**src/rtl/svd_pkg.sv**
```systemverilog
// Shared widths, codes, types and helpers for the SVPWM sector/duty block.
`timescale 1ns / 1ps

package svd_pkg;

  localparam int VIN_W      = 16;  // alpha/beta input width
  localparam int PER_W      = 15;  // carrier period register width
  localparam int SCALE_W    = 16;  // alpha scale register width
  localparam int DT_W       = 10;  // dead time register width
  localparam int CMP_W      = 16;  // compare output width
  localparam int SEC_W      = 3;   // sector code width
  localparam int CFG_IDX_W  = 2;
  localparam int CFG_DATA_W = 16;

  localparam int PROD_W = 33;      // scaled alpha/beta and X, Y, Z
  localparam int SUM_W  = 35;      // sums of two of X, Y, Z with headroom

  localparam logic [4:0] SH_HALF = 5'd1;   // divide by 2
  localparam logic [4:0] SH_ONE  = 5'd17;  // divide by 131072
  localparam logic [4:0] SH_SUM  = 5'd18;  // divide by 262144

  typedef enum logic [CFG_IDX_W-1:0] {
    CFG_PERIOD = 2'd0,
    CFG_SCALE  = 2'd1,
    CFG_DEAD   = 2'd2
  } cfg_idx_e;

  typedef enum logic [SEC_W-1:0] {
    SEC_1 = 3'd1,
    SEC_2 = 3'd2,
    SEC_3 = 3'd3,
    SEC_4 = 3'd4,
    SEC_5 = 3'd5,
    SEC_6 = 3'd6
  } sector_e;

  // Sector decision handed from the sector stage to the compare stage.
  typedef struct packed {
    sector_e                 sector;
    logic signed [SUM_W-1:0] sum;    // numerator of the first phase offset
    logic [CMP_W-1:0]        step1;  // signed offset to the second phase
    logic [CMP_W-1:0]        step2;  // signed offset to the third phase
  } sec_t;

  // Arithmetic shift right that truncates toward zero, like C division.
  function automatic logic signed [SUM_W-1:0] trunc_shr(
    input logic signed [SUM_W-1:0] v,
    input logic [4:0]              sh
  );
    logic signed [SUM_W-1:0] bias;
    bias = v[SUM_W-1] ? ((SUM_W'(1) << sh) - SUM_W'(1)) : '0;
    return (v + bias) >>> sh;
  endfunction

endpackage

```
**src/rtl/svd_mult.sv**
```systemverilog
// Input register and the two scaling multipliers (alpha by scale, beta by -2*period).
`timescale 1ns / 1ps

module svd_mult (
  input  logic                                clk_i,
  input  logic                                rst_ni,
  input  logic                                in_vld_i,
  input  logic signed [svd_pkg::VIN_W-1:0]    v_alpha_i,
  input  logic signed [svd_pkg::VIN_W-1:0]    v_beta_i,
  input  logic [svd_pkg::PER_W-1:0]           pwm_period_i,
  input  logic [svd_pkg::SCALE_W-1:0]         alpha_scale_i,
  output logic                                prod_vld_o,
  output logic signed [svd_pkg::PROD_W-1:0]   ua_o,
  output logic signed [svd_pkg::PROD_W-1:0]   ub_o
);
  import svd_pkg::*;

  logic                        in_vld_q;
  logic signed [VIN_W-1:0]     va_q, vb_q;
  logic signed [PROD_W-1:0]    ua_d, ub_d, ua_q, ub_q;
  logic signed [2*VIN_W-1:0]   pb;
  logic                        prod_vld_q;

  always_ff @(posedge clk_i or negedge rst_ni) begin
    if (!rst_ni) begin
      in_vld_q   <= 1'b0;
      prod_vld_q <= 1'b0;
    end else begin
      in_vld_q   <= in_vld_i;
      prod_vld_q <= in_vld_q;
    end
  end

  always_ff @(posedge clk_i) begin
    va_q <= v_alpha_i;
    vb_q <= v_beta_i;
    ua_q <= ua_d;
    ub_q <= ub_d;
  end

  always_comb begin
    ua_d = va_q * $signed({1'b0, alpha_scale_i});
    pb   = vb_q * $signed({1'b0, pwm_period_i});
    ub_d = -(PROD_W'(pb) <<< 1);
  end

  assign prod_vld_o = prod_vld_q;
  assign ua_o       = ua_q;
  assign ub_o       = ub_q;

endmodule

```
**src/rtl/svd_sector.sv**
```systemverilog
// X/Y/Z formation and six-sector decision with the scaled offsets.
`timescale 1ns / 1ps

module svd_sector (
  input  logic                               clk_i,
  input  logic                               rst_ni,
  input  logic                               prod_vld_i,
  input  logic signed [svd_pkg::PROD_W-1:0]  ua_i,
  input  logic signed [svd_pkg::PROD_W-1:0]  ub_i,
  output logic                               sec_vld_o,
  output svd_pkg::sec_t                      sec_o
);
  import svd_pkg::*;

  logic                     xyz_vld_q, sec_vld_q;
  logic signed [PROD_W-1:0] x_q, y_q, z_q;
  logic signed [PROD_W-1:0] y_d, z_d;
  sec_t                     sec_d, sec_q;

  logic signed [SUM_W-1:0]  xs, ys, zs;
  logic signed [SUM_W-1:0]  xs_sh, ys_sh, zs_sh;
  logic [CMP_W-1:0]         xo, yo, zo;
  logic                     y_neg, z_neg, x_nonpos;

  always_ff @(posedge clk_i or negedge rst_ni) begin
    if (!rst_ni) begin
      xyz_vld_q <= 1'b0;
      sec_vld_q <= 1'b0;
    end else begin
      xyz_vld_q <= prod_vld_i;
      sec_vld_q <= xyz_vld_q;
    end
  end

  always_ff @(posedge clk_i) begin
    x_q   <= ub_i;
    y_q   <= y_d;
    z_q   <= z_d;
    sec_q <= sec_d;
  end

  // Halve the sum and difference of the scaled components.
  always_comb begin
    y_d = PROD_W'(trunc_shr(SUM_W'(ub_i) + SUM_W'(ua_i), SH_HALF));
    z_d = PROD_W'(trunc_shr(SUM_W'(ub_i) - SUM_W'(ua_i), SH_HALF));
  end

  always_comb begin
    xs       = SUM_W'(x_q);
    ys       = SUM_W'(y_q);
    zs       = SUM_W'(z_q);
    xs_sh    = trunc_shr(xs, SH_ONE);
    ys_sh    = trunc_shr(ys, SH_ONE);
    zs_sh    = trunc_shr(zs, SH_ONE);
    xo       = xs_sh[CMP_W-1:0];
    yo       = ys_sh[CMP_W-1:0];
    zo       = zs_sh[CMP_W-1:0];
    y_neg    = y_q[PROD_W-1];
    z_neg    = z_q[PROD_W-1];
    x_nonpos = x_q[PROD_W-1] || (x_q == '0);

    if (y_neg) begin
      if (z_neg) begin
        sec_d.sector = SEC_5;
        sec_d.sum    = ys + zs;
        sec_d.step1  = -yo;
        sec_d.step2  = -zo;
      end else if (x_nonpos) begin
        sec_d.sector = SEC_4;
        sec_d.sum    = xs - zs;
        sec_d.step1  = -xo;
        sec_d.step2  = zo;
      end else begin
        sec_d.sector = SEC_3;
        sec_d.sum    = ys - xs;
        sec_d.step1  = xo;
        sec_d.step2  = -yo;
      end
    end else begin
      if (!z_neg) begin
        sec_d.sector = SEC_2;
        sec_d.sum    = -(ys + zs);
        sec_d.step1  = zo;
        sec_d.step2  = yo;
      end else if (x_nonpos) begin
        sec_d.sector = SEC_6;
        sec_d.sum    = xs - ys;
        sec_d.step1  = yo;
        sec_d.step2  = -xo;
      end else begin
        sec_d.sector = SEC_1;
        sec_d.sum    = zs - xs;
        sec_d.step1  = -zo;
        sec_d.step2  = xo;
      end
    end
  end

  assign sec_vld_o = sec_vld_q;
  assign sec_o     = sec_q;

  // Lower half-plane sectors follow the sign of Y.
  a_sector_half : assert property (@(posedge clk_i) disable iff (!rst_ni)
    sec_vld_q |-> ((sec_q.sector == SEC_3 || sec_q.sector == SEC_4 ||
                    sec_q.sector == SEC_5) == $past(y_q[PROD_W-1])))
    else $error("sector half-plane does not match sign of Y");

endmodule

```
**src/rtl/svd_cmp.sv**
```systemverilog
// Phase time build-up, phase routing by sector, and dead-time output register.
`timescale 1ns / 1ps

module svd_cmp (
  input  logic                          clk_i,
  input  logic                          rst_ni,
  input  logic                          sec_vld_i,
  input  svd_pkg::sec_t                 sec_i,
  input  logic [svd_pkg::PER_W-1:0]     pwm_period_i,
  input  logic [svd_pkg::DT_W-1:0]      dead_time_i,
  output logic                          done_o,
  output logic [svd_pkg::SEC_W-1:0]     sector_o,
  output logic [svd_pkg::CMP_W-1:0]     cmp_a_high_o,
  output logic [svd_pkg::CMP_W-1:0]     cmp_a_low_o,
  output logic [svd_pkg::CMP_W-1:0]     cmp_b_high_o,
  output logic [svd_pkg::CMP_W-1:0]     cmp_b_low_o,
  output logic [svd_pkg::CMP_W-1:0]     cmp_c_high_o,
  output logic [svd_pkg::CMP_W-1:0]     cmp_c_low_o
);
  import svd_pkg::*;

  logic                  t_vld_q, out_vld_q;
  sector_e               t_sec_q, out_sec_q;
  logic [CMP_W-1:0]      ta_d, tb_d, tc_d, ta_q, tb_q, tc_q;
  logic [CMP_W-1:0]      quarter, t1, t2, t3, dt;
  logic signed [SUM_W-1:0] ofs;
  logic [CMP_W-1:0]      ah_q, al_q, bh_q, bl_q, ch_q, cl_q;

  always_ff @(posedge clk_i or negedge rst_ni) begin
    if (!rst_ni) begin
      t_vld_q   <= 1'b0;
      out_vld_q <= 1'b0;
    end else begin
      t_vld_q   <= sec_vld_i;
      out_vld_q <= t_vld_q;
    end
  end

  // Chain the three phase times; only the low 16 bits are ever kept.
  always_comb begin
    quarter = CMP_W'(pwm_period_i >> 2);
    ofs     = trunc_shr(sec_i.sum, SH_SUM);
    t1      = quarter + ofs[CMP_W-1:0];
    t2      = t1 + sec_i.step1;
    t3      = t2 + sec_i.step2;
    case (sec_i.sector)
      SEC_1: begin ta_d = t1; tb_d = t2; tc_d = t3; end
      SEC_2: begin tb_d = t1; ta_d = t2; tc_d = t3; end
      SEC_3: begin tb_d = t1; tc_d = t2; ta_d = t3; end
      SEC_4: begin tc_d = t1; tb_d = t2; ta_d = t3; end
      SEC_5: begin tc_d = t1; ta_d = t2; tb_d = t3; end
      SEC_6: begin ta_d = t1; tc_d = t2; tb_d = t3; end
      default: begin ta_d = t1; tb_d = t2; tc_d = t3; end
    endcase
  end

  assign dt = CMP_W'(dead_time_i);

  always_ff @(posedge clk_i) begin
    t_sec_q   <= sec_i.sector;
    ta_q      <= ta_d;
    tb_q      <= tb_d;
    tc_q      <= tc_d;
    out_sec_q <= t_sec_q;
    ah_q      <= ta_q + dt;
    al_q      <= ta_q - dt;
    bh_q      <= tb_q + dt;
    bl_q      <= tb_q - dt;
    ch_q      <= tc_q + dt;
    cl_q      <= tc_q - dt;
  end

  assign done_o       = out_vld_q;
  assign sector_o     = out_sec_q;
  assign cmp_a_high_o = ah_q;
  assign cmp_a_low_o  = al_q;
  assign cmp_b_high_o = bh_q;
  assign cmp_b_low_o  = bl_q;
  assign cmp_c_high_o = ch_q;
  assign cmp_c_low_o  = cl_q;

  // High and low compares of each phase sit twice the dead time apart; phases A and C are checked here.
  a_dead_band : assert property (@(posedge clk_i) disable iff (!rst_ni)
    out_vld_q |-> ((CMP_W'(ah_q - al_q) == CMP_W'({$past(dead_time_i), 1'b0})) &&
                   (CMP_W'(ch_q - cl_q) == CMP_W'({$past(dead_time_i), 1'b0}))))
    else $error("dead band between high and low compare is wrong");

endmodule

```
**src/rtl/svpwm_sector_duty.sv**
```systemverilog
// Top level of the space-vector PWM sector and compare generator.
`timescale 1ns / 1ps

// Usage
//   Input channel: drive v_alpha_i / v_beta_i with start_i high for one
//   cycle; the transaction is taken at that rising edge (busy_o is always
//   low, so every start is taken). A new transaction may follow in every
//   cycle.
//   Result channel: done_o is high for exactly one cycle with sector_o and
//   the six compare values; the receiver must take them in that cycle, it
//   cannot stall the block, and nothing here ever needs to hold back.
//   Pipeline: the inputs are loaded into the input register at the accepting
//   edge, then pass the multiply, X/Y/Z, sector, phase-time and output
//   registers; done_o rises with the output register.
//   Throughput: one transaction per clock, set by the fully pipelined
//   datapath with one multiplier pair in the multiply stage.
//   Configuration: cfg_we_i writes cfg_wdata_i into register cfg_idx_i
//   (0 period, 1 alpha scale, 2 dead time); index 3 is dropped. Write only
//   while no transaction is in flight.
//   Reset: rst_ni clears the pipeline valid bits and loads the register
//   defaults: period 4800, alpha scale 16627, dead time 30.
module svpwm_sector_duty (
  input  logic                                clk_i,
  input  logic                                rst_ni,
  input  logic                                start_i,
  output logic                                busy_o,
  input  logic signed [svd_pkg::VIN_W-1:0]    v_alpha_i,
  input  logic signed [svd_pkg::VIN_W-1:0]    v_beta_i,
  input  logic                                cfg_we_i,
  input  logic [svd_pkg::CFG_IDX_W-1:0]       cfg_idx_i,
  input  logic [svd_pkg::CFG_DATA_W-1:0]      cfg_wdata_i,
  output logic                                done_o,
  output logic [svd_pkg::SEC_W-1:0]           sector_o,
  output logic [svd_pkg::CMP_W-1:0]           cmp_a_high_o,
  output logic [svd_pkg::CMP_W-1:0]           cmp_a_low_o,
  output logic [svd_pkg::CMP_W-1:0]           cmp_b_high_o,
  output logic [svd_pkg::CMP_W-1:0]           cmp_b_low_o,
  output logic [svd_pkg::CMP_W-1:0]           cmp_c_high_o,
  output logic [svd_pkg::CMP_W-1:0]           cmp_c_low_o
);
  import svd_pkg::*;

  logic [PER_W-1:0]          period_q;
  logic [SCALE_W-1:0]        scale_q;
  logic [DT_W-1:0]           dead_q;

  logic                      accept;
  logic                      prod_vld;
  logic signed [PROD_W-1:0]  ua, ub;
  logic                      sec_vld;
  sec_t                      sec;

  // The pipeline never stalls: take a transaction on every start.
  assign busy_o = 1'b0;
  assign accept = start_i && !busy_o;

  // Configuration registers; an unused index is dropped.
  always_ff @(posedge clk_i or negedge rst_ni) begin
    if (!rst_ni) begin
      period_q <= PER_W'(4800);
      scale_q  <= SCALE_W'(16627);
      dead_q   <= DT_W'(30);
    end else if (cfg_we_i) begin
      case (cfg_idx_e'(cfg_idx_i))
        CFG_PERIOD: period_q <= cfg_wdata_i[PER_W-1:0];
        CFG_SCALE:  scale_q  <= cfg_wdata_i[SCALE_W-1:0];
        CFG_DEAD:   dead_q   <= cfg_wdata_i[DT_W-1:0];
        default: ;
      endcase
    end
  end

  // Register the inputs and scale alpha and beta.
  svd_mult u_mult (
    .clk_i         (clk_i),
    .rst_ni        (rst_ni),
    .in_vld_i      (accept),
    .v_alpha_i     (v_alpha_i),
    .v_beta_i      (v_beta_i),
    .pwm_period_i  (period_q),
    .alpha_scale_i (scale_q),
    .prod_vld_o    (prod_vld),
    .ua_o          (ua),
    .ub_o          (ub)
  );

  // Form X, Y, Z and pick the sector.
  svd_sector u_sector (
    .clk_i      (clk_i),
    .rst_ni     (rst_ni),
    .prod_vld_i (prod_vld),
    .ua_i       (ua),
    .ub_i       (ub),
    .sec_vld_o  (sec_vld),
    .sec_o      (sec)
  );

  // Build the phase times and apply dead time.
  svd_cmp u_cmp (
    .clk_i        (clk_i),
    .rst_ni       (rst_ni),
    .sec_vld_i    (sec_vld),
    .sec_i        (sec),
    .pwm_period_i (period_q),
    .dead_time_i  (dead_q),
    .done_o       (done_o),
    .sector_o     (sector_o),
    .cmp_a_high_o (cmp_a_high_o),
    .cmp_a_low_o  (cmp_a_low_o),
    .cmp_b_high_o (cmp_b_high_o),
    .cmp_b_low_o  (cmp_b_low_o),
    .cmp_c_high_o (cmp_c_high_o),
    .cmp_c_low_o  (cmp_c_low_o)
  );

  // Every accepted transaction yields exactly one result.
  a_result_follows : assert property (@(posedge clk_i) disable iff (!rst_ni)
    accept |-> ##6 done_o)
    else $error("accepted transaction produced no result");

  a_no_spurious : assert property (@(posedge clk_i) disable iff (!rst_ni)
    done_o |-> $past(accept, 6))
    else $error("result without an accepted transaction");

endmodule
```
**config.mk**
```make
export PLATFORM = sky130hd
export DESIGN_NAME = svpwm_sector_duty
export DESIGN_NICKNAME = d
export VERILOG_FILES = /design/src/rtl/svd_pkg.sv /design/src/rtl/svd_mult.sv /design/src/rtl/svd_sector.sv /design/src/rtl/svd_cmp.sv /design/src/rtl/svpwm_sector_duty.sv
export SDC_FILE = /design/constraint.sdc
export NUM_CORES = 2
export LEC_CHECK = 0
export ABC_AREA = 1
export BUFFER_PORTS_ARGS = -buffer_cell sky130_fd_sc_hd__buf_2
export CORE_UTILIZATION = 50
export DETAILED_ROUTE_END_ITERATION = 6
export GPL_ROUTABILITY_DRIVEN = 0
export GPL_TIMING_DRIVEN = 0
export PLACE_DENSITY = 0.66
export SYNTH_ARGS = -nofsm -noshare
export SYNTH_HDL_FRONTEND = slang
export SYNTH_HIERARCHICAL = 1
export SYNTH_SLANG_ARGS = --single-unit
```
**constraint.sdc**
```tcl
create_clock -name clk_i -period 7.5 [get_ports clk_i]
set_clock_uncertainty 0.2 [all_clocks]
set_input_delay 0.75 -clock clk_i [delete_from_list [all_inputs] [get_ports clk_i]]
set_output_delay 0.75 -clock clk_i [all_outputs]
set_load 0.005 [all_outputs]
```
==> results.md <==
* Outcome: finished with violations
* Failing checks: DRC, capacitance limit, slew limit
* Fraction of layout cells with a size suffix above 1 at 5.68%
* CTS H-tree depth at 2
* Primary FF master, synth: dfxtp_1
* Least-Margin Pin Slew at 1.70 ns
* Synth warn at 6
* FFs w/ async S/R, synth at 10.2%
* Final nets at 11400
* Largest net degree at the start of global routing at 48
* Post-Synth Simple-Gate Area at 30.2%
* Die Ht at 362 um
* Post-Synth Adder-Cell Area at 25.9%
* Die Wd at 362 um
* Initial DRC count at 8977
* Minimum clock period at 7.20 ns
* Critical Path RT at 7.86 ns
* Slew HR at -13.5%
* Fin. Hold Viols at 0
* Post-synthesis net count at 11200
* Max Freq at 0.139 GHz
* CTS Buf Count at 52
* WL final at 256 mm
* Min-Delay Path Class: in2async
* GRT Total Usage at 38.3%
* Root Buffer Master: clkbuf_16
* Post-synthesis mux area share at 0%
* Syn Inst Count at 10100
* Final setup vio count at 0
* Initial antenna violation count at 22
* Post-route ant nets at 0
* Worst Setup Start Kind: register
* Max clock buf depth at 3
* Final hold slack at 0.0899 ns
* Vias/cell at 5.65
* Detailed Routing Iterations Pass 1 at 7
* CP endpoint kind: register
* Row count at 131
* Yosys cell types at 72
* Wire per inst at 21.2 um
* Post-DP HPWL at 209 mm
* Xor/xnor share of the synthesized area at 5.27%
* Netlist Area Pre-Place at 64900 sq um
* Yosys reg bits at 460
* Area added between synthesis and finish at 8.04%
* Seq/Total Area, Yosys at 14.6%
* Worst-path clk slew at 0.06 ns
* CP Class: reg2reg
* Post-synthesis compound-gate area fraction at 10.4%
* CP arrival at 7.55 ns
* # IOs at 155
* Max-cap violations at 1
* Crit share post-route at 96.0%
* Initial core utilization at 50.6%
* First-pass GRT wire length at 381 mm
* Die ar. at 131000 sq um
* Clk Latency, worst-skew pair at 0.67 ns
* Vias in the first global route at 64300
* Buffers on Ports at 151
* Max Slew Vio Count at 2
* Sink Count at 460
* CTS tree: yes
* Via count at 68200
* Largest family of logic cells by synthesized area: simple AND/OR/NAND/NOR gates
* Maximum net fanout on the critical path at 10
* Core Area at 128000 sq um
* Grt total ovfl at 0
* # DRC at 603
* Syn Area/Cell at 6.45 sq um
* EDFF count, synth at 0
-- per-stage QoR --
stage	instance area, sq um	TNS [ns]	util (%)	worst slack, ns	cells
global route	70100	-0.0445	54.7	-0.0191	12100
finish	70100	0	54.7	0.303	12100
CTS	70000	0	54.6	0.0627	12100
detailed placement	67800	-0.0581	52.9	-0.0581	11900
global placement	67800	-0.0331	52.9	-0.0331	11900
floorplan	64900	0	-	1.20	10100
-- layout by cell type, fill, tap and decap left out, drive strengths merged, types with 59 or more instances in the layout --
master and n:
dfxtp 413, nor2 799, nor3 108, xor2 324, o21bai 77, nand4 153, a21oi 516, inv 2082
nand3 562, fa 456, o21ai 357, o211ai 59, nand2 2924, ha 612, clkbuf 240, xnor2 63
buf 222
-- registers in the layout, summed over array words and instances, names as in the netlist, 32 cells and up --
register / count
u_sector/sec_o: 70
u_mult/ua_o: 33
u_sector/z_q: 33
u_mult/ub_o: 32
u_sector/y_q: 33
u_sector/x_q: 33
-- synth_stat cells, types with 31 or more instances --
cell type | instances | area [sq um]
nor2_1 | 736 | 2760
o21ai_0 | 310 | 1550
o21ai_1 | 38 | 190
a21o_1 | 31 | 233
fa_1 | 456 | 9130
nand4_1 | 153 | 957
a21oi_1 | 508 | 2540
inv_1 | 2040 | 7660
o21bai_1 | 73 | 548
xnor2_1 | 62 | 543
ha_1 | 612 | 7660
nor3_1 | 85 | 425
nor2_2 | 48 | 300
buf_2 | 41 | 205
nand3_1 | 533 | 2670
clkbuf_1 | 181 | 679
xor2_1 | 321 | 2810
nand2_1 | 2880 | 10800
dfxtp_1 | 413 | 8270
nand2_2 | 40 | 250
o211ai_1 | 58 | 435
dfrtp_1 | 32 | 801
-- layout make-up --
class	count	area, sq um
antenna	6	15.0
buffer	246	1050
clock buffer	62	1400
clock inverter	34	472
fill	12900	58100
inverter	2076	7800
multi-input combinational	7273	46600
sequential	460	9470
tap	1729	2160
timing repair buffer	187	1110
-- metal layers --
metal  GRT usage (%)  vias to the layer above  part of all wire [%]
met5            1.41                        -                  0.14
met4            24.3                       18                   8.1
met3            13.2                     1067                    13
met2            56.6                     4045                    41
met1            47.5                    31500                    38
li1                -                    31600                     -
-- final timing paths --
kind                                       start                end  slack (ns)  depth (start not counted)
worst min-delay path                      rst_ni    u_mult/in_vld_q        0.09                          1
min in group clk_i              u_cmp/t_sec_q[2]  u_cmp/sector_o[2]        0.13                          0
worst max-delay path                 scale_q[14]    u_mult/ua_o[31]        0.30                         23
max in group asynchronous                 rst_ni      u_cmp/t_vld_q        6.25                          1
worst max register to register       scale_q[14]    u_mult/ua_o[31]        0.30                         23
worst min register to register  u_cmp/t_sec_q[2]  u_cmp/sector_o[2]        0.13                          0
-- worst max-delay path, cell delays in order, from the launching register on --
cell and delay, ns:
dfstp_2 0.53, clkbuf_1 0.42, clkbuf_1 0.58, nand2_1 0.18
fa_1 0.53, inv_1 0.05, fa_1 0.47, inv_1 0.05
fa_1 0.55, fa_1 0.46, fa_1 0.54, inv_1 0.05
fa_1 0.47, ha_1 0.36, nand2_1 0.11, nor2_1 0.22
inv_1 0.12, nor3_1 0.43, nand3_1 0.17, nand3_1 0.16
nand3_1 0.08, nand2_1 0.10, a21oi_1 0.08, xor2_1 0.14
-- cell families after synthesis --
family,after synthesis
flip-flops,460
adder cells (fa/ha/maj),1068
AND/OR/NAND/NOR,4645
XOR/XNOR,387
buffers and inverters,2325
AO/OA/AOI/OAI,1171
other,2
-- repair_timing --
action | CTS | global route
hold buffers | 33 | 0
gates resized for setup | 1 | 34
setup buffers | 0 | 3
pin swaps | 0 | 1
gates cloned | 0 | 0
endpoints found under the setup margin | 2 | 36
hold endpoints to repair | 33 | 0
Power is left out: the tool's default activity adds up to more than one toggle a clock period on the data nets, which glitch-free logic cannot reach.
